[config.mk]
export PLATFORM = sky130hd
export DESIGN_NAME = midpoint_line_rasterizer
export DESIGN_NICKNAME = d
export VERILOG_FILES = /design/src/hw/rtl/mlr_pkg.sv /design/src/hw/rtl/mlr_front.sv /design/src/hw/rtl/mlr_queue.sv /design/src/hw/rtl/mlr_back.sv /design/src/hw/rtl/midpoint_line_rasterizer.sv
export SDC_FILE = /design/constraint.sdc
export NUM_CORES = 1
export LEC_CHECK = 0
export BUFFER_PORTS_ARGS = -buffer_cell sky130_fd_sc_hd__buf_2
export CORE_ASPECT_RATIO = 1.4
export CORE_MARGIN = 2
export CORE_UTILIZATION = 40
export DETAILED_ROUTE_END_ITERATION = 10
export MAX_ROUTING_LAYER = met4
export PLACE_DENSITY = 0.6
export SLEW_MARGIN = 25
export SYNTH_ARGS = -nofsm -noshare
export SYNTH_HDL_FRONTEND = slang
export SYNTH_SLANG_ARGS = --single-unit
[constraint.sdc]
create_clock -name i_clk -period 13.09 [get_ports i_clk]
set_input_delay 3.2725 -clock i_clk [delete_from_list [all_inputs] [get_ports i_clk]]
set_output_delay 3.2725 -clock i_clk [all_outputs]
set_load 0.005 [all_outputs]
[src/hw/rtl/mlr_pkg.sv]
package mlr_pkg;

    // field widths fixed by the pixel interface
    localparam int COORD_W   = 12;
    localparam int COLOR_W   = 24;

    // widest internal coordinate supported by the core
    localparam int COORD_MAX = 16;

    // command codes
    localparam logic CMD_START = 1'b0;
    localparam logic CMD_NEXT  = 1'b1;

    // front-to-back queue geometry
    localparam int Q_DEPTH = 2;
    localparam int Q_PTR_W = 1;
    localparam int Q_CNT_W = 2;

    typedef struct packed {
        logic               command;
        logic [COORD_W-1:0] x_start;
        logic [COORD_W-1:0] y_start;
        logic [COORD_W-1:0] x_end;
        logic [COORD_W-1:0] y_end;
        logic [COLOR_W-1:0] color;
    } t_item;

    typedef struct packed {
        logic [COORD_W-1:0] pixel_x;
        logic [COORD_W-1:0] pixel_y;
        logic [COLOR_W-1:0] pixel_color;
        logic               last_pixel;
    } t_pixel;

    // classified command as it travels from front to back
    typedef struct packed {
        logic                 is_next;
        logic [COORD_MAX-1:0] x0;
        logic [COORD_MAX-1:0] y0;
        logic [COORD_MAX-1:0] major_end;
        logic [COORD_MAX-1:0] dmaj;
        logic [COORD_MAX-1:0] dmin;
        logic                 step_xn;
        logic                 step_yn;
        logic                 x_major;
        logic [COLOR_W-1:0]   color;
    } t_cmd;

endpackage

[src/hw/rtl/mlr_front.sv]
module mlr_front #(
    parameter int COORD_BITS = 12
) (
    input  logic           i_clk,
    input  logic           i_rst_n,
    input  logic           i_valid,
    output logic           o_stall,
    input  mlr_pkg::t_item i_item,
    output logic           o_valid,
    input  logic           i_stall,
    output mlr_pkg::t_cmd  o_cmd
);

    localparam int CB = COORD_BITS;
    localparam int CM = mlr_pkg::COORD_MAX;

    logic          r_vld;
    mlr_pkg::t_cmd r_cmd;
    mlr_pkg::t_cmd n_cmd;

    logic [CB-1:0] w_x0;
    logic [CB-1:0] w_y0;
    logic [CB-1:0] w_x1;
    logic [CB-1:0] w_y1;
    logic [CB-1:0] w_dx;
    logic [CB-1:0] w_dy;
    logic          w_x_major;

    // classify the beat and work out deltas, directions and major axis
    always_comb begin
        w_x0      = CB'(i_item.x_start);
        w_y0      = CB'(i_item.y_start);
        w_x1      = CB'(i_item.x_end);
        w_y1      = CB'(i_item.y_end);
        w_dx      = (w_x1 > w_x0) ? (w_x1 - w_x0) : (w_x0 - w_x1);
        w_dy      = (w_y1 > w_y0) ? (w_y1 - w_y0) : (w_y0 - w_y1);
        w_x_major = (w_dx > w_dy);

        n_cmd.is_next   = (i_item.command == mlr_pkg::CMD_NEXT);
        n_cmd.x0        = CM'(w_x0);
        n_cmd.y0        = CM'(w_y0);
        n_cmd.major_end = w_x_major ? CM'(w_x1) : CM'(w_y1);
        n_cmd.dmaj      = w_x_major ? CM'(w_dx) : CM'(w_dy);
        n_cmd.dmin      = w_x_major ? CM'(w_dy) : CM'(w_dx);
        n_cmd.step_xn   = !(w_x0 < w_x1);
        n_cmd.step_yn   = !(w_y0 < w_y1);
        n_cmd.x_major   = w_x_major;
        n_cmd.color     = i_item.color;
    end

    // hold the stage only while the queue refuses it
    assign o_stall = r_vld & i_stall;
    assign o_valid = r_vld;
    assign o_cmd   = r_cmd;

    always_ff @(posedge i_clk) begin
        if (!i_rst_n) begin
            r_vld <= 1'b0;
        end else if (!o_stall) begin
            r_vld <= i_valid;
        end
    end

    always_ff @(posedge i_clk) begin
        if (!o_stall && i_valid) begin
            r_cmd <= n_cmd;
        end
    end

endmodule

[src/hw/rtl/mlr_queue.sv]
module mlr_queue (
    input  logic          i_clk,
    input  logic          i_rst_n,
    input  logic          i_valid,
    output logic          o_stall,
    input  mlr_pkg::t_cmd i_cmd,
    output logic          o_valid,
    input  logic          i_stall,
    output mlr_pkg::t_cmd o_cmd
);

    localparam int PW = mlr_pkg::Q_PTR_W;
    localparam int CW = mlr_pkg::Q_CNT_W;

    mlr_pkg::t_cmd r_slot [mlr_pkg::Q_DEPTH];
    logic [PW-1:0] r_wr_ptr;
    logic [PW-1:0] r_rd_ptr;
    logic [CW-1:0] r_count;
    logic          w_push;
    logic          w_pop;

    assign o_stall = (r_count == CW'(mlr_pkg::Q_DEPTH));
    assign o_valid = (r_count != '0);
    assign o_cmd   = r_slot[r_rd_ptr];
    assign w_push  = i_valid & !o_stall;
    assign w_pop   = o_valid & !i_stall;

    // advance pointers and occupancy
    always_ff @(posedge i_clk) begin
        if (!i_rst_n) begin
            r_wr_ptr <= '0;
            r_rd_ptr <= '0;
            r_count  <= '0;
        end else begin
            if (w_push) begin
                r_wr_ptr <= r_wr_ptr + 1'b1;
            end
            if (w_pop) begin
                r_rd_ptr <= r_rd_ptr + 1'b1;
            end
            if (w_push && !w_pop) begin
                r_count <= r_count + 1'b1;
            end else if (!w_push && w_pop) begin
                r_count <= r_count - 1'b1;
            end
        end
    end

    // store the incoming beat
    always_ff @(posedge i_clk) begin
        if (w_push) begin
            r_slot[r_wr_ptr] <= i_cmd;
        end
    end

endmodule

[src/hw/rtl/mlr_back.sv]
module mlr_back #(
    parameter int COORD_BITS = 12
) (
    input  logic            i_clk,
    input  logic            i_rst_n,
    input  logic            i_valid,
    output logic            o_stall,
    input  mlr_pkg::t_cmd   i_cmd,
    output logic            o_valid,
    input  logic            i_stall,
    output mlr_pkg::t_pixel o_pixel
);

    localparam int CB = COORD_BITS;
    localparam int DW = COORD_BITS + 3;
    localparam int CW = mlr_pkg::COORD_W;

    logic [CB-1:0]                r_cur_x;
    logic [CB-1:0]                r_cur_y;
    logic [CB-1:0]                r_major_end;
    logic signed [DW-1:0]         r_decision;
    logic signed [DW-1:0]         r_inc_s;
    logic signed [DW-1:0]         r_inc_d;
    logic                         r_step_xn;
    logic                         r_step_yn;
    logic                         r_x_major;
    logic                         r_active;
    logic [mlr_pkg::COLOR_W-1:0]  r_color;
    logic                         r_out_vld;
    mlr_pkg::t_pixel              r_out;

    logic [CB-1:0]                n_cur_x;
    logic [CB-1:0]                n_cur_y;
    logic [CB-1:0]                n_major_end;
    logic signed [DW-1:0]         n_decision;
    logic signed [DW-1:0]         n_inc_s;
    logic signed [DW-1:0]         n_inc_d;
    logic                         n_step_xn;
    logic                         n_step_yn;
    logic                         n_x_major;
    logic                         n_active;
    logic [mlr_pkg::COLOR_W-1:0]  n_color;
    mlr_pkg::t_pixel              n_out;

    logic                         w_take;
    logic                         w_emit;
    logic                         w_diag;
    logic                         w_last;
    logic [CB-1:0]                w_dmaj;
    logic [CB-1:0]                w_dmin;
    logic [CB-1:0]                w_x_step;
    logic [CB-1:0]                w_y_step;

    assign o_stall = r_out_vld & i_stall;
    assign w_take  = i_valid & !o_stall;
    assign w_emit  = w_take & (!i_cmd.is_next | r_active);
    assign o_valid = r_out_vld;
    assign o_pixel = r_out;

    // execute a start or one pixel step on the line state
    always_comb begin
        n_cur_x     = r_cur_x;
        n_cur_y     = r_cur_y;
        n_major_end = r_major_end;
        n_decision  = r_decision;
        n_inc_s     = r_inc_s;
        n_inc_d     = r_inc_d;
        n_step_xn   = r_step_xn;
        n_step_yn   = r_step_yn;
        n_x_major   = r_x_major;
        n_active    = r_active;
        n_color     = r_color;
        w_last      = 1'b0;

        w_dmaj   = CB'(i_cmd.dmaj);
        w_dmin   = CB'(i_cmd.dmin);
        w_diag   = r_decision[DW-1];
        w_x_step = r_step_xn ? (r_cur_x - 1'b1) : (r_cur_x + 1'b1);
        w_y_step = r_step_yn ? (r_cur_y - 1'b1) : (r_cur_y + 1'b1);

        if (!i_cmd.is_next) begin
            // load a new line and show its first point
            n_cur_x     = CB'(i_cmd.x0);
            n_cur_y     = CB'(i_cmd.y0);
            n_major_end = CB'(i_cmd.major_end);
            n_decision  = DW'(w_dmaj) - DW'({w_dmin, 1'b0});
            n_inc_s     = -DW'({w_dmin, 1'b0});
            n_inc_d     = DW'({CB'(w_dmaj - w_dmin), 1'b0});
            n_step_xn   = i_cmd.step_xn;
            n_step_yn   = i_cmd.step_yn;
            n_x_major   = i_cmd.x_major;
            n_color     = i_cmd.color;
            w_last      = (w_dmaj == '0);
            n_active    = !w_last;
        end else if (r_active) begin
            // straight or diagonal step along the major axis
            n_decision = r_decision + (w_diag ? r_inc_d : r_inc_s);
            if (r_x_major || w_diag) begin
                n_cur_x = w_x_step;
            end
            if (!r_x_major || w_diag) begin
                n_cur_y = w_y_step;
            end
            w_last   = r_x_major ? (n_cur_x == r_major_end) : (n_cur_y == r_major_end);
            n_active = !w_last;
        end

        n_out.pixel_x     = CW'(n_cur_x);
        n_out.pixel_y     = CW'(n_cur_y);
        n_out.pixel_color = n_color;
        n_out.last_pixel  = w_last;
    end

    // update line state on each taken beat
    always_ff @(posedge i_clk) begin
        if (!i_rst_n) begin
            r_cur_x     <= '0;
            r_cur_y     <= '0;
            r_major_end <= '0;
            r_decision  <= '0;
            r_inc_s     <= '0;
            r_inc_d     <= '0;
            r_step_xn   <= 1'b0;
            r_step_yn   <= 1'b0;
            r_x_major   <= 1'b0;
            r_active    <= 1'b0;
            r_color     <= '0;
        end else if (w_take) begin
            r_cur_x     <= n_cur_x;
            r_cur_y     <= n_cur_y;
            r_major_end <= n_major_end;
            r_decision  <= n_decision;
            r_inc_s     <= n_inc_s;
            r_inc_d     <= n_inc_d;
            r_step_xn   <= n_step_xn;
            r_step_yn   <= n_step_yn;
            r_x_major   <= n_x_major;
            r_active    <= n_active;
            r_color     <= n_color;
        end
    end

    // output register: hold while stalled
    always_ff @(posedge i_clk) begin
        if (!i_rst_n) begin
            r_out_vld <= 1'b0;
        end else if (!o_stall) begin
            r_out_vld <= w_emit;
        end
    end

    always_ff @(posedge i_clk) begin
        if (w_emit) begin
            r_out <= n_out;
        end
    end

endmodule

[src/hw/rtl/midpoint_line_rasterizer.sv]
// Midpoint line rasterizer. A start beat (command 0) loads two endpoints and a
// color and yields the start pixel; each next beat (command 1) yields one more
// pixel of the line, with last_pixel set on the end point. A line whose
// endpoints share the major coordinate gives one pixel flagged last. A next
// beat with no line in progress yields nothing; a start beat drops any line
// in progress. The block takes one beat per clock and gives one pixel per
// clock while the output is not stalled, limited by the error-term add and step
// in the back end. An accepted beat passes the classify register, the two-entry
// command queue and the output register before its pixel shows. The input side
// keeps taking beats while a pixel waits on a stalled output, until the queue
// and the classify register are full. COORD_BITS sets the internal coordinate
// width (up to 16); coordinates are taken in their low COORD_BITS.
module midpoint_line_rasterizer #(
    parameter int COORD_BITS = 12
) (
    input  logic            i_clk,
    input  logic            i_rst_n,
    input  logic            i_valid,
    output logic            o_stall,
    input  mlr_pkg::t_item  i_item,
    output logic            o_valid,
    input  logic            i_stall,
    output mlr_pkg::t_pixel o_pixel
);

    logic          w_fq_valid;
    logic          w_fq_stall;
    mlr_pkg::t_cmd w_fq_cmd;
    logic          w_qb_valid;
    logic          w_qb_stall;
    mlr_pkg::t_cmd w_qb_cmd;

    // classify commands and set up line deltas
    mlr_front #(
        .COORD_BITS (COORD_BITS)
    ) u_front (
        .i_clk   (i_clk),
        .i_rst_n (i_rst_n),
        .i_valid (i_valid),
        .o_stall (o_stall),
        .i_item  (i_item),
        .o_valid (w_fq_valid),
        .i_stall (w_fq_stall),
        .o_cmd   (w_fq_cmd)
    );

    // decouple front and back
    mlr_queue u_queue (
        .i_clk   (i_clk),
        .i_rst_n (i_rst_n),
        .i_valid (w_fq_valid),
        .o_stall (w_fq_stall),
        .i_cmd   (w_fq_cmd),
        .o_valid (w_qb_valid),
        .i_stall (w_qb_stall),
        .o_cmd   (w_qb_cmd)
    );

    // step the line and drive pixels
    mlr_back #(
        .COORD_BITS (COORD_BITS)
    ) u_back (
        .i_clk   (i_clk),
        .i_rst_n (i_rst_n),
        .i_valid (w_qb_valid),
        .o_stall (w_qb_stall),
        .i_cmd   (w_qb_cmd),
        .o_valid (o_valid),
        .i_stall (i_stall),
        .o_pixel (o_pixel)
    );

endmodule

# Word level (Yosys, flattened, before mapping)
# Memories as Yosys holds them, arrays and structs flattened. A register that Yosys moved wholly into a read port is not among the register bits.
# Index checks and enable logic that the tools add are counted.
# Widths: inputs -> output; s select.
[word_totals] register_bits=261 ramBits=200 inputBits=77 out_inout_bits=51 wordCells=116 n_memories=1
[classes] add_sub_neg=16 magnitude_cmp=5 eq_ne=4 muxes=32 bitwise=7 reduce_logical=21
[memory_table] memory="u_queue.r_slot" depth=2 width=100 rd=1 rd_ports_with_merged_regs=1 wr=1 line_no="mlr_queue.sv:15" text="mlr_pkg::t_cmd r_slot [mlr_pkg::Q_DEPTH];"
[ops] cell="$mux 12" count=17
[ops] cell="$sub 12x12->12" count=5
[ops] cell="$mux 15" count=3
[ops] cell="$gt 12x12->1" count=3
[ops] cell="$add 12x1->12 const B" count=2
[ops] cell="$eq 12x12->1" count=2
[ops] cell="$lt 12x12->1" count=2
[ops] cell="$mux 24" count=1
[ops] cell="$sub 12x1->12 const B" count=2
[ops] cell="$add 15x15->15" count=1
[ops] cell="$neg 13->15" count=1
[ops] cell="$sub 12x13->14" count=1
[ops] cell="$logic_not 12->1" count=1
[ops] cell="$logic_not 1->1" count=11
[ops] cell="$mux 1" count=9
[ops] cell="$and 1x1->1" count=5
[ops] cell="$mux 2" count=2
[ops] cell="$reduce_and 2->1" count=2
[ops] cell="$reduce_bool 2->1" count=2
[ops] cell="$logic_and 1x1->1" count=3
[ops] cell="$add 1x1->1 const B" count=2
[ops] cell="$add 2x1->2 const B" count=1
[ops] cell="$eq 2x2->1 const B" count=1
[ops] cell="$logic_or 1x1->1" count=2
[ops] cell="4 further kinds" count=4

# Depth between registers and ports, before layout
# Gate-level depths: netlist of run 1.
[logic_depth] depth_word=10 depth_mapped=24 ltp_nobuf=22

# Hierarchy
# Synthesis of run 1 repeated with hierarchy kept, for this count alone.
[unflattened] cells_unflattened=1933 hier_area_um2=23364.9
[by_module_without_submodules] module="mlr_back" n_inst=1 cells_each=1032 area_each_um2=9315.2
[by_module_without_submodules] module="mlr_queue" n_inst=1 cells_each=361 area_each_um2=8101.5
[by_module_without_submodules] module="mlr_front" n_inst=1 cells_each=540 area_each_um2=5948.2

# Worst setup path before layout of run 1
# Ideal clock, no wire load.
[synth_timing] path_type="in2reg" start="input port i_item[24] (netlist name)" end="register u_front.r_cmd, in the netlist u_front.o_cmd[29], data pin" setup_ns=0.260 arrival_ns=7.772 t_required_ns=12.830 path_slack_ns=5.058 stages=22 n_path_buf=2 cell_sequence="inv_1 -> ha_1 -> inv_1 -> fa_1 -> a21o_1 -> a21oi_1 -> o31ai_4 -> o2111a_1 -> o31ai_1 -> a21boi_0 -> o41ai_2 -> mux2i_1 -> a311o_1 -> inv_1 -> ha_1 -> nand4_1 -> or2_2 -> o221ai_1 -> o21a_1 -> clkbuf_1 -> clkbuf_1 -> mux2_2"
[synth_lines] element="start, declared" line_no="midpoint_line_rasterizer.sv:20" text="input mlr_pkg::t_item i_item,"
[synth_lines] element="end signal, assigned" line_no="mlr_front.sv:66" text="r_cmd <= n_cmd;"
[synth_lines] element="end, declared" line_no="mlr_front.sv:18" text="mlr_pkg::t_cmd r_cmd;"

==> results of run 1 <==
state kept, by name, indices dropped and copies added, names as in the netlist, 2 cells and up, named ones only:
name,count
u_back.o_pixel,49
u_back.r_color,24
u_back.r_cur_x,12
u_back.r_cur_y,12
u_back.r_decision,14
u_back.r_inc_d,12
u_back.r_inc_s,14
u_back.r_major_end,12
u_front.o_cmd,88
u_queue.r_count,2
u_queue.r_slot,176
critical path, delay by kind of cell:
kind | cells | cell delay, ns
muxes | 3 | 1.07
and+or+nand+nor | 4 | 1.21
buffers and inverters | 4 | 0.63
adders and majority gates | 2 | 0.79
AOI/OAI and AO/OA | 6 | 1.94
final cells by class:
class                      count  area, um2  area share, %
antenna                        3       7.51         0.0314
clock buffer                  47       1070           4.48
clock inverter                31        375           1.57
inverter                     107        403           1.69
multi-input combinational   1230       8750           36.7
sequential                   424      11600           48.7
tap                          656        821           3.44
timing repair buffer         147        831           3.48
logic make-up (layout without fill, tap and decap cells):
logic type	Yosys count	count (layout)	synth area share, %
AO/OA/AOI/OAI	423	423	13.0
XOR/XNOR	90	90	3.74
adder cells (fa/ha/maj)	126	126	7.81
buffers and inverters	189	332	3.47
flip-flops	424	424	55.2
multiplexers	140	140	6.89
other	0	3	0
AND/OR/NAND/NOR	451	451	9.85
layer usage:
layer,up-vias,global-route usage (%)
li1,6958,-
met1,6797,23.9
met2,336,33.1
met3,85,1.97
met4,0,6.05
met5,-,-
worst paths after layout:
check | from | to | slack [ns] | cells past startpoint
worst max-delay path | i_item[34] | u_front.o_cmd[34]$_DFFE_PP_ | 4.46 | 19
worst min-delay path | u_front.o_cmd[94]$_DFFE_PP_ | u_queue.r_slot[1][78]$_DFFE_PP_ | 0.43 | 0
worst max register to register | register | u_back.r_decision[13]$_SDFFE_PN0P_ | 8.35 | 15
worst min register to register | u_front.o_cmd[94]$_DFFE_PP_ | u_queue.r_slot[1][78]$_DFFE_PP_ | 0.43 | 0
power by group through the flow:
| stage | Clock, uW | Sequential, uW | Combinational [uW] |
|---|---|---|---|
| after floorplan | 0 | 1960 | 1370 |
| after global placement | 0 | 2020 | 1830 |
| after detailed placement | 0 | 2030 | 1870 |
| after CTS | 1290 | 2000 | 1880 |
| after global routing | 1340 | 2030 | 2090 |
| final | 1250 | 2000 | 1870 |
placed cells by master, fill, tap and decap left out, types with 7 or more instances in the layout:
master / instances
nor4_1: 7
clkinv_2: 12
o211ai_1: 11
a21oi_1: 100
xnor2_1: 61
nand2_1: 152
nor2_1: 141
dfxtp_1: 110
nand4_1: 11
buf_2: 127
buf_4: 17
clkbuf_16: 42
nor3_1: 29
nor2b_1: 27
or3_1: 11
a21o_1: 33
mux2i_1: 100
o21a_1: 8
inv_1: 104
nand3_1: 28
nand2b_1: 7
and3_1: 7
a21boi_0: 12
fa_1: 9
a31oi_1: 15
edfxtp_1: 313
o21ai_0: 103
ha_1: 117
xor2_1: 29
mux2_2: 38
a211oi_1: 76
per-stage QoR:
stage          hold WS (ns)  setup WS, ns  instance area, um2  power (uW)  instances
6_report              0.433          4.46               23900        5120       2645
5_1_grt               0.448          4.17               23900        5460       2645
4_1_cts               0.431          4.56               23900        5170       2641
3_5_place_dp          0.430          3.97               22400        3900       2563
3_3_place_gp          0.423          3.89               22400        3850       2561
2_1_floorplan         0.421          5.06               21100        3340       1843
==> metrics.log, run 1 <==
INFO  metric cell_internal_pwr = 3280 uW
INFO  metric die-width = 198 um
INFO  metric postRouteWirelength = 50.8 mm
INFO  metric synth.yosys.warnings = 0
INFO  metric cts_buffer_depth = 3
INFO  metric ys_async_sr_fraction = 0%
INFO  metric vias_in_the_first_global_route = 14.0k
INFO  metric grt_first_pass_wirelength = 78.8 mm
INFO  metric worstPathMaxFanout = 27
INFO  metric floorplan.initialDensity = 40.5%
INFO  metric power.share.clock = 24.5%
INFO  metric finalWorstPathRequiredPeriod = 8.63 ns
INFO  metric grt_start_max_net_pins = 84
INFO  metric tritoncts.num_buffers = 42
INFO  metric synth_area_leader_cell = edfxtp_1
INFO  metric synth_edf_count = 313
INFO  metric cts.hold.buffers_added = 0
INFO  metric hpwl = 36.3 mm
INFO  metric number_of_max_slew_violations_in_the_final_report = 0
INFO  metric post_cts_resized = 0
INFO  metric numPortBuffers = 127
INFO  metric max_cap_viol_count = 0
INFO  metric status = completed
INFO  metric worst_clock_skew = 0.0506 ns
INFO  metric p_leak = 0.00921 uW
INFO  metric power_density = 214 mW/mm2
INFO  metric vdd_drop_max = 0.140 mV
INFO  metric endpoint_kind = register
INFO  metric grt_overflow_total = 0
INFO  metric cts.root.buffer_cell = clkbuf_16
INFO  metric ys_top_cells_by_area = edfxtp_1 (45%), dfxtp_1 (11%), ha_1 (7.0%), mux2i_1 (4.8%), a211oi_1 (2.7%)
INFO  metric design.portCount = 128
INFO  metric synth_top_flop_cell = edfxtp_1
INFO  metric cpPeakStageDelay = 0.54 ns
INFO  metric syn-mean-instance-area = 11.4 um2
INFO  metric synth.top_cell.area_share = 44.6%
INFO  metric tightest_slew = 0.945 ns
INFO  metric gr-usage-all-layers = 19.2%
INFO  metric fin_crit_sh = 65.9%
INFO  metric p_sw_share = 36.0%
INFO  metric dr.pass1.iters = 5
INFO  metric maximum_clock_rate = 0.116 GHz
INFO  metric most_frequent_cells_after_synthesis = edfxtp_1 (313), nand2_1 (152), nor2_1 (144), ha_1 (117), dfxtp_1 (111)
INFO  metric hold_class = register to register
INFO  metric area_growth = 13.4%
INFO  metric post-synth-top-count-cell = edfxtp_1
INFO  metric power.share.sequential = 39.1%
INFO  metric dr_total_vias = 14.2k
INFO  metric cts_setup_buffers = 0
INFO  metric die_h = 275 um
INFO  metric setup.worst_path.class = input port to register
INFO  metric worst_skew_pair.late_latency = 0.57 ns
INFO  metric critical_path.startpoint_type = input port
INFO  metric drt_iter0_markers = 743
INFO  metric synth-seq-cells = 424
INFO  metric detailroute.wirelength.met2 = 25.2 mm
INFO  metric gp_weighted_congestion = 0.896
INFO  metric unrepaired_setup_endpoints_after_global_routing = no
INFO  metric worst-endpoint-required = 13.38 ns
INFO  metric switching_power = 1840 uW
INFO  metric cts_htree_levels = 2
INFO  metric viasPerCell = 5.36
INFO  metric timing_hold_violations_final = 0
INFO  metric post_route_cells_drive_above_1_share = 14.6%
INFO  metric timing.setup.tns = 0 ns
INFO  metric synthDistinctLibCells = 81
INFO  metric die-area = 0.0545 mm2
INFO  metric grt_antenna_before_repair = 3
INFO  metric detail-route-antenna-nets = 0
INFO  metric synth-seq-area-share = 55.2%
INFO  metric syn-num-nets = 2046
INFO  metric rows = 99
INFO  metric wire_per_inst = 19.2 um
INFO  metric combinationalPowerShare = 36.4%
INFO  metric slew_headroom = 37.0%
INFO  metric core_region_area = 0.0520 mm2
INFO  metric synthesis.area = 0.0211 mm2
INFO  metric fillCellCount = 4771
INFO  metric syn-instance-count = 1843
INFO  metric cts.reportedPaths.clkPinSlew = 0.07 ns
INFO  metric routed.top_layer = met4
INFO  metric path_cells = buf_2 > inv_1 > ha_1 > nand4_4 > o31ai_4 > a21boi_0 > nor2_1 > mux2_2 > o41ai_2 > mux2i_1 > a311o_1 > inv_1 > ha_1 > nand4_1 > or2_2 > o221ai_1 > o21a_2 > buf_4 > mux2_2
INFO  metric finish.net_count = 2155
INFO  metric clock_sinks = 424
INFO  metric met3WireLength = 2.20 mm
INFO  metric worst_ep_arrival_time = 8.92 ns
INFO  metric timing.critical_path.slowest_stage_cell = nor2_1
INFO  metric cts_tree = done
INFO  metric final_core_utilization = 45.9%
INFO  metric drc = 0
INFO  metric m1WireLength = 21.9 mm
INFO  metric report.final.setup_viol = 0
No activity file was read; power rests on OpenSTA's default activity.
==> inputs of run 2 (changes only) <==
Clock period 13.09 ns to 8.45 ns, I/O delays scaled along.
==> run 2 against run 1 <==
Net effect: first-iteration DRC count up 4.2%; global-route usage up 0.37 points; wire length down 0.19%; count of clock-buffer cells in the layout up 6; clock power up 47%; total power up 53%; clock skew down 0.026 ns; register-to-register slack worse by 4.4 ns; final area down 0.49%; core utilization down 0.22 points; sequential power up 55%; largest cell class unchanged; largest power group unchanged.
==> metrics.log, run 2 (synthesized netlist as in run 1, its figures left out) <==
INFO  metric largest_register_ffs = 176 (unchanged)
INFO  metric setup.worst_path.class = input port to register
INFO  metric cts.root.buffer_cell = clkbuf_16
INFO  metric dr_total_vias = 14.2k (-0.0071%)
INFO  metric endpoint_kind = register
INFO  metric rows = 99 (unchanged)
INFO  metric die-area = 0.0545 mm2 (unchanged)
INFO  metric place_ws = 0.624 ns (-3.35 ns)
INFO  metric area.sequential = 0.0116 mm2 (unchanged)
INFO  metric grt_antenna_before_repair = 1 (-2)
INFO  metric grt_start_max_net_pins = 80 (-4.8%)
INFO  metric die-width = 198 um (unchanged)
INFO  metric critical_path.startpoint_type = input port
INFO  metric fin_crit_sh = 85.8%
INFO  metric cts_buffer_depth = 3 (unchanged)
INFO  metric clock_sinks = 424 (unchanged)
INFO  metric core_region_area = 0.0520 mm2 (unchanged)
INFO  metric cts_htree_levels = 2 (unchanged)
INFO  metric worstPathMaxFanout = 24 (-11%)
INFO  metric cts.reportedPaths.clkPinSlew = 0.06 ns (about the same)
INFO  metric power.share.sequential = 39.7% (+0.6 points)
INFO  metric gp_weighted_congestion = 0.920 (+2.7%)
INFO  metric gr-usage-all-layers = 19.6% (+0.37 points)
INFO  metric cts_setup_buffers = 0 (unchanged)
INFO  metric wire_per_inst = 19.1 um (-0.34%)
INFO  metric area_growth = 12.9%
INFO  metric hpwl = 36.4 mm (+0.26%)
INFO  metric timing_hold_violations_final = 0 (unchanged)
INFO  metric combinationalPowerShare = 36.7% (+0.3 points)
INFO  metric post_cts_resized = 0 (unchanged)
INFO  metric hold_class = register to register
INFO  metric cts_tree = done
INFO  metric worst_clock_skew = 0.0248 ns (-0.0257 ns)
INFO  metric max_cap_viol_count = 0 (unchanged)
INFO  metric tightest_slew = 0.980 ns (+0.0355 ns)
INFO  metric cell_internal_pwr = 5000 uW (+53%)
INFO  metric detail-route-antenna-nets = 0 (unchanged)
INFO  metric finish.net_count = 2160 (+0.23%)
INFO  metric postRouteWirelength = 50.7 mm (-0.19%)
INFO  metric unrepaired_setup_endpoints_after_global_routing = no
INFO  metric drc = 0 (unchanged)
INFO  metric numPortBuffers = 127 (unchanged)
INFO  metric slew_headroom = 34.5% (-2.5 points)
INFO  metric switching_power = 2810 uW (+53%)
INFO  metric status = completed
INFO  metric maximum_clock_rate = 0.138 GHz
INFO  metric power_density = 329 mW/mm2 (+53%)
INFO  metric die_h = 275 um (unchanged)
INFO  metric cts.hold.buffers_added = 0 (unchanged)
INFO  metric vdd_drop_max = 0.157 mV (+13%)
INFO  metric grt_overflow_total = 0 (unchanged)
INFO  metric p_sw_share = 36.0% (about the same)
INFO  metric floorplan.initialDensity = 40.5% (unchanged)
INFO  metric worst_ep_arrival_time = 7.52 ns (-1.40 ns)
INFO  metric power.share.clock = 23.6% (-0.9 points)
INFO  metric p_leak = 0.00916 uW (-0.56%)
INFO  metric design.portCount = 128 (unchanged)
INFO  metric largest_register = u_queue.r_slot
INFO  metric final_common_cell = edfxtp_1
INFO  metric multi_input_comb_area = 0.00875 mm2 (about the same)
INFO  metric fillCellCount = 4793 (+0.46%)
INFO  metric viasPerCell = 5.35 (-0.16%)
INFO  metric worst_skew_pair.late_latency = 0.57 ns (about the same)
INFO  metric drt_iter0_markers = 774 (+4.2%)
INFO  metric vias_in_the_first_global_route = 14.2k (+0.88%)
INFO  metric dr.pass1.iters = 6 (+1)
INFO  metric final_critical_path_setup_slack = 1.20 ns (-3.26 ns)
INFO  metric commonest_non_fill_non_tap_cells_in_the_layout = edfxtp_1 (313), nand2_1 (152), nor2_1 (142)
INFO  metric number_of_max_slew_violations_in_the_final_report = 0 (unchanged)
INFO  metric finalWorstPathRequiredPeriod = 7.25 ns
INFO  metric tritoncts.num_buffers = 43 (+2.4%)
INFO  metric timing.setup.tns = 0 ns (unchanged)
INFO  metric grt_first_pass_wirelength = 80.0 mm (+1.5%)
INFO  metric post_route_cells_drive_above_1_share = 14.3% (-0.29 points)
INFO  metric report.final.setup_viol = 0 (unchanged)
INFO  metric worst-endpoint-required = 8.72 ns (-4.66 ns)
## run 2: area by class of cell
type                            count  share of cell area, %
Sequential cell                   424                   48.9
Tap cell                          656                   3.45
Inverter                          107                   1.69
Clock buffer                       53                   4.68
Clock inverter                     26                  0.990
Antenna cell                        2                 0.0211
Timing Repair Buffer              151                   3.43
Multi-Input combinational cell   1230                   36.8
## run 2: power by group through the flow
stage / combinational, uW / sequential [uW] / clock, uW
3_5_place_dp: 2880 / 3160 / 0
2_1_floorplan: 2130 / 3040 / 0
5_1_grt: 3220 / 3160 / 1970
4_1_cts: 2890 / 3110 / 1890
3_3_place_gp: 2820 / 3140 / 0
6_report: 2860 / 3110 / 1840
## run 2: stage by stage
step                hold WS, ns  instance area [um2]  util (%)  total power [uW]  cells
detailed placement        0.430                22400      43.1              6030   2568
floorplan                 0.421                21100         -              5170   1843
global placement          0.423                22400      43.1              5960   2568
finish                    0.439                23800      45.7              7820   2649
CTS                       0.433                23800      45.7              7900   2647
global route              0.444                23800      45.7              8350   2648
## run 2: worst paths after layout
path / startpoint / end / slack (ns) / cells after the start
worst min register to register: u_front.o_cmd[99]$_DFFE_PP_ / u_queue.r_slot[0][83]$_DFFE_PP_ / 0.44 / 0
worst max register to register: register / u_back.r_decision[13]$_SDFFE_PN0P_ / 3.96 / 14
worst max-delay path: i_item[33] / u_front.o_cmd[31]$_DFFE_PP_ / 1.20 / 19
worst min-delay path: u_front.o_cmd[99]$_DFFE_PP_ / u_queue.r_slot[0][83]$_DFFE_PP_ / 0.44 / 0
## run 2: layer usage
metal	vias to the layer above	wire length (um)	GRT usage [%]
li1	6964	-	-
met1	6823	22200	24.1
met2	298	25200	33.6
met3	90	1850	2.57
met4	0	1460	6.13
met5	-	0	-
## run 2: worst max-delay path, stage by stage
cell and delay [ns]:
buf_2 0.09, inv_1 0.05, ha_1 0.41, a21o_2 0.25, a21oi_1 0.39, o31ai_4 0.22, o2111a_1 0.29, o31ai_1 0.47
a21boi_0 0.28, o41ai_2 0.49, a21boi_0 0.42, inv_1 0.09, ha_1 0.29, nand4_1 0.10, or2_2 0.32, o221ai_1 0.20
o21a_2 0.55, buf_4 0.37, a21oi_1 0.11
==> inputs of run 3 (changes only) <==
Settings changed: RECOVER_POWER set to 50.
Clock period 8.45 ns to 8.2 ns, I/O delays scaled along.
==> run 3 against run 2 <==
Net effect: sequential share of layout area hardly changed; critical endpoint is now u_front.o_cmd[69]$_DFFE_PP_; the run now ends with max-capacitance violations, max-slew violations left; die area did not move; sequential power increased by 4%; final area hardly changed; register-to-register slack worse by 1.5 ns; combinational power increased by 4%.
==> metrics.log, run 3 (synthesized netlist as in run 1, its figures left out) <==
INFO  metric status = complete, but fails checks
INFO  metric failed_checks = max-capacitance violations, max-slew violations
INFO  metric rows = 99 (unchanged)
INFO  metric commonest_non_fill_non_tap_cells_in_the_layout = edfxtp_1 (313), nand2_1 (152), nor2_1 (143)
INFO  metric vias_in_the_first_global_route = 14.4k (+1.6%)
INFO  metric timing_hold_violations_final = 0 (unchanged)
INFO  metric timing.critical_path.slowest_stage_cell = o31ai_1
INFO  metric die_h = 275 um (unchanged)
INFO  metric finalHoldWorstSlack = 0.437 ns (-0.00214 ns)
INFO  metric setup.worst_path.class = input port to register
INFO  metric wire_per_inst = 19.3 um (+0.99%)
INFO  metric cts_setup_buffers = 0 (unchanged)
INFO  metric fin_crit_sh = 88.2%
INFO  metric tritoncts.num_buffers = 42 (-2.3%)
INFO  metric finalWorstPathRequiredPeriod = 7.23 ns
INFO  metric cts.hold.buffers_added = 0 (unchanged)
INFO  metric tightest_slew = 4.05 ns (+3.07 ns)
INFO  metric area_growth = 12.9% (about the same)
INFO  metric cts_tree = done
INFO  metric cts_buffer_depth = 3 (unchanged)
INFO  metric drt_iter0_markers = 845 (+9.2%)
INFO  metric p_leak = 0.00911 uW (-0.51%)
INFO  metric maximum_clock_rate = 0.138 GHz
INFO  metric floorplan.initialDensity = 40.5% (unchanged)
INFO  metric power.share.clock = 23.7% (about the same)
INFO  metric hold_class = register to register
INFO  metric power_density = 341 mW/mm2 (+3.7%)
INFO  metric final_common_cell = edfxtp_1
INFO  metric die-width = 198 um (unchanged)
INFO  metric clock_sinks = 424 (unchanged)
INFO  metric path_cells = clkbuf_1 > inv_1 > fa_1 > a21o_1 > a21oi_1 > o31ai_4 > o2111a_1 > o31ai_1 > a21boi_0 > o41ai_2 > mux2i_1 > a311o_1 > inv_1 > ha_1 > nand4_1 > or2_2 > o221ai_1 > o21a_2 > buf_4 > o21ai_0
INFO  metric slew_headroom = -170% (-200 points)
INFO  metric dr.pass1.iters = 5 (-1)
INFO  metric unrepaired_setup_endpoints_after_global_routing = no
INFO  metric grt_first_pass_wirelength = 80.2 mm (+0.27%)
INFO  metric vdd_drop_max = 0.168 mV (+6.6%)
INFO  metric gp_weighted_congestion = 0.927 (+0.70%)
INFO  metric grt_start_max_net_pins = 71 (-11%)
INFO  metric largest_register_ffs = 176 (unchanged)
INFO  metric design.portCount = 128 (unchanged)
INFO  metric largest_register = u_queue.r_slot
INFO  metric cts.reportedPaths.clkPinSlew = 0.06 ns (about the same)
INFO  metric worst_clock_skew = 0.0369 ns (+0.0120 ns)
INFO  metric report.final.setup_viol = 0 (unchanged)
INFO  metric fillCellCount = 4793 (unchanged)
INFO  metric dr_total_vias = 14.3k (+0.80%)
INFO  metric p_sw_share = 36.2% (+0.19 points)
INFO  metric grt_overflow_total = 0 (unchanged)
INFO  metric die-area = 0.0545 mm2 (unchanged)
INFO  metric cts_htree_levels = 2 (unchanged)
INFO  metric post_cts_resized = 0 (unchanged)
INFO  metric combinationalPowerShare = 36.6% (about the same)
INFO  metric post_route_cells_drive_above_1_share = 13.0% (-1.3 points)
INFO  metric worst-endpoint-required = 8.51 ns (-0.21 ns)
INFO  metric drc = 0 (unchanged)
INFO  metric power.share.sequential = 39.6% (about the same)
INFO  metric final_core_utilization = 45.7% (about the same)
INFO  metric grt_antenna_before_repair = 2 (+1)
INFO  metric number_of_max_slew_violations_in_the_final_report = 161 (+161)
INFO  metric gr-usage-all-layers = 19.6% (-0.041 points)
INFO  metric cell_internal_pwr = 5170 uW (+3.5%)
INFO  metric core_region_area = 0.0520 mm2 (unchanged)
INFO  metric postRouteWirelength = 51.3 mm (+1.1%)
INFO  metric timing.setup.tns = 0 ns (unchanged)
INFO  metric detail-route-antenna-nets = 0 (unchanged)
INFO  metric viasPerCell = 5.39 (+0.65%)
INFO  metric cpPeakStageDelay = 0.56 ns (about the same)
INFO  metric numPortBuffers = 127 (unchanged)
INFO  metric worst_skew_pair.late_latency = 0.60 ns (+0.03 ns)
INFO  metric endpoint_kind = register
INFO  metric worstPathMaxFanout = 24 (unchanged)
INFO  metric max_cap_viol_count = 3 (+3)
INFO  metric cp_common_cell = inv_1
INFO  metric worst_ep_arrival_time = 7.54 ns (+0.02 ns)
INFO  metric hpwl = 36.6 mm (+0.61%)
INFO  metric switching_power = 2940 uW (+4.4%)
INFO  metric critical_path.startpoint_type = input port
INFO  metric finish.net_count = 2164 (+0.19%)
INFO  metric cts.root.buffer_cell = clkbuf_16
==> run 3: changes by cell type in the layout (fill, tap and decap cells not counted), sizes merged <==
cell    previous run  this run
inv              107       112
buf              151       128
clkinv            20        17
clkbuf            53        78
==> run 3: routing by layer <==
layer	global-route usage [%]	vias up	part of all wire (%)
li1	-	6985	-
met1	23.9	6915	44
met2	33.7	310	50
met3	2.44	79	4.2
met4	6.25	0	2.6
met5	-	-	0
==> run 3: layout make-up <==
type / count / area [um2] / share of cell area, %
Tap cell: 656 / 821 / 3.45
Clock inverter: 28 / 272 / 1.14
Antenna cell: 2 / 5.00 / 0.0210
Inverter: 107 / 403 / 1.69
Clock buffer: 50 / 1100 / 4.63
Sequential cell: 424 / 11600 / 48.9
Timing Repair Buffer: 156 / 823 / 3.46
Multi-Input combinational cell: 1230 / 8730 / 36.7
==> run 3: worst paths after layout <==
| path | from | endpoint | slack, ns | cells past startpoint |
|---|---|---|---|---|
| min | u_front.o_cmd[15]$_DFFE_PP_ | u_queue.r_slot[1][15]$_DFFE_PP_ | 0.44 | 0 |
| max | i_item[49] | u_front.o_cmd[69]$_DFFE_PP_ | 0.97 | 20 |
| min reg2reg | u_front.o_cmd[15]$_DFFE_PP_ | u_queue.r_slot[1][15]$_DFFE_PP_ | 0.44 | 0 |
| max reg2reg | u_queue.r_count[0]$_SDFFE_PN0P_ | u_queue.r_slot[0][37]$_DFFE_PP_ | 2.48 | 4 |
==> run 3: worst max-delay path: cells and delay by family <==
family / cells / cell delay [ns]
AOI/OAI and AO/OA: 11 / 3.30
buffers and inverters: 4 / 0.75
adders and majority gates: 2 / 0.73
and+or+nand+nor: 2 / 0.44
muxes: 1 / 0.23
==> run 3: power groups by stage <==
stage               Combinational (uW)  Sequential, uW  Clock, uW
global placement                  2910            3240          0
detailed placement                2970            3250          0
floorplan                         2190            3140          0
CTS                               2980            3210       1970
finish                            2970            3220       1930
global route                      3320            3270       2060
==> run 3: metrics by stage <==
| step | power (uW) | cells | setup slack, ns | area [um2] |
|---|---|---|---|---|
| 6_report | 8110 | 2653 | 0.968 | 23800 |
| 5_1_grt | 8650 | 2653 | 0.625 | 23800 |
| 4_1_cts | 8170 | 2649 | 1.09 | 23800 |
| 3_5_place_dp | 6220 | 2571 | 0.487 | 22400 |
| 3_3_place_gp | 6150 | 2571 | 0.592 | 22400 |
| 2_1_floorplan | 5330 | 1843 | 1.39 | 21100 |
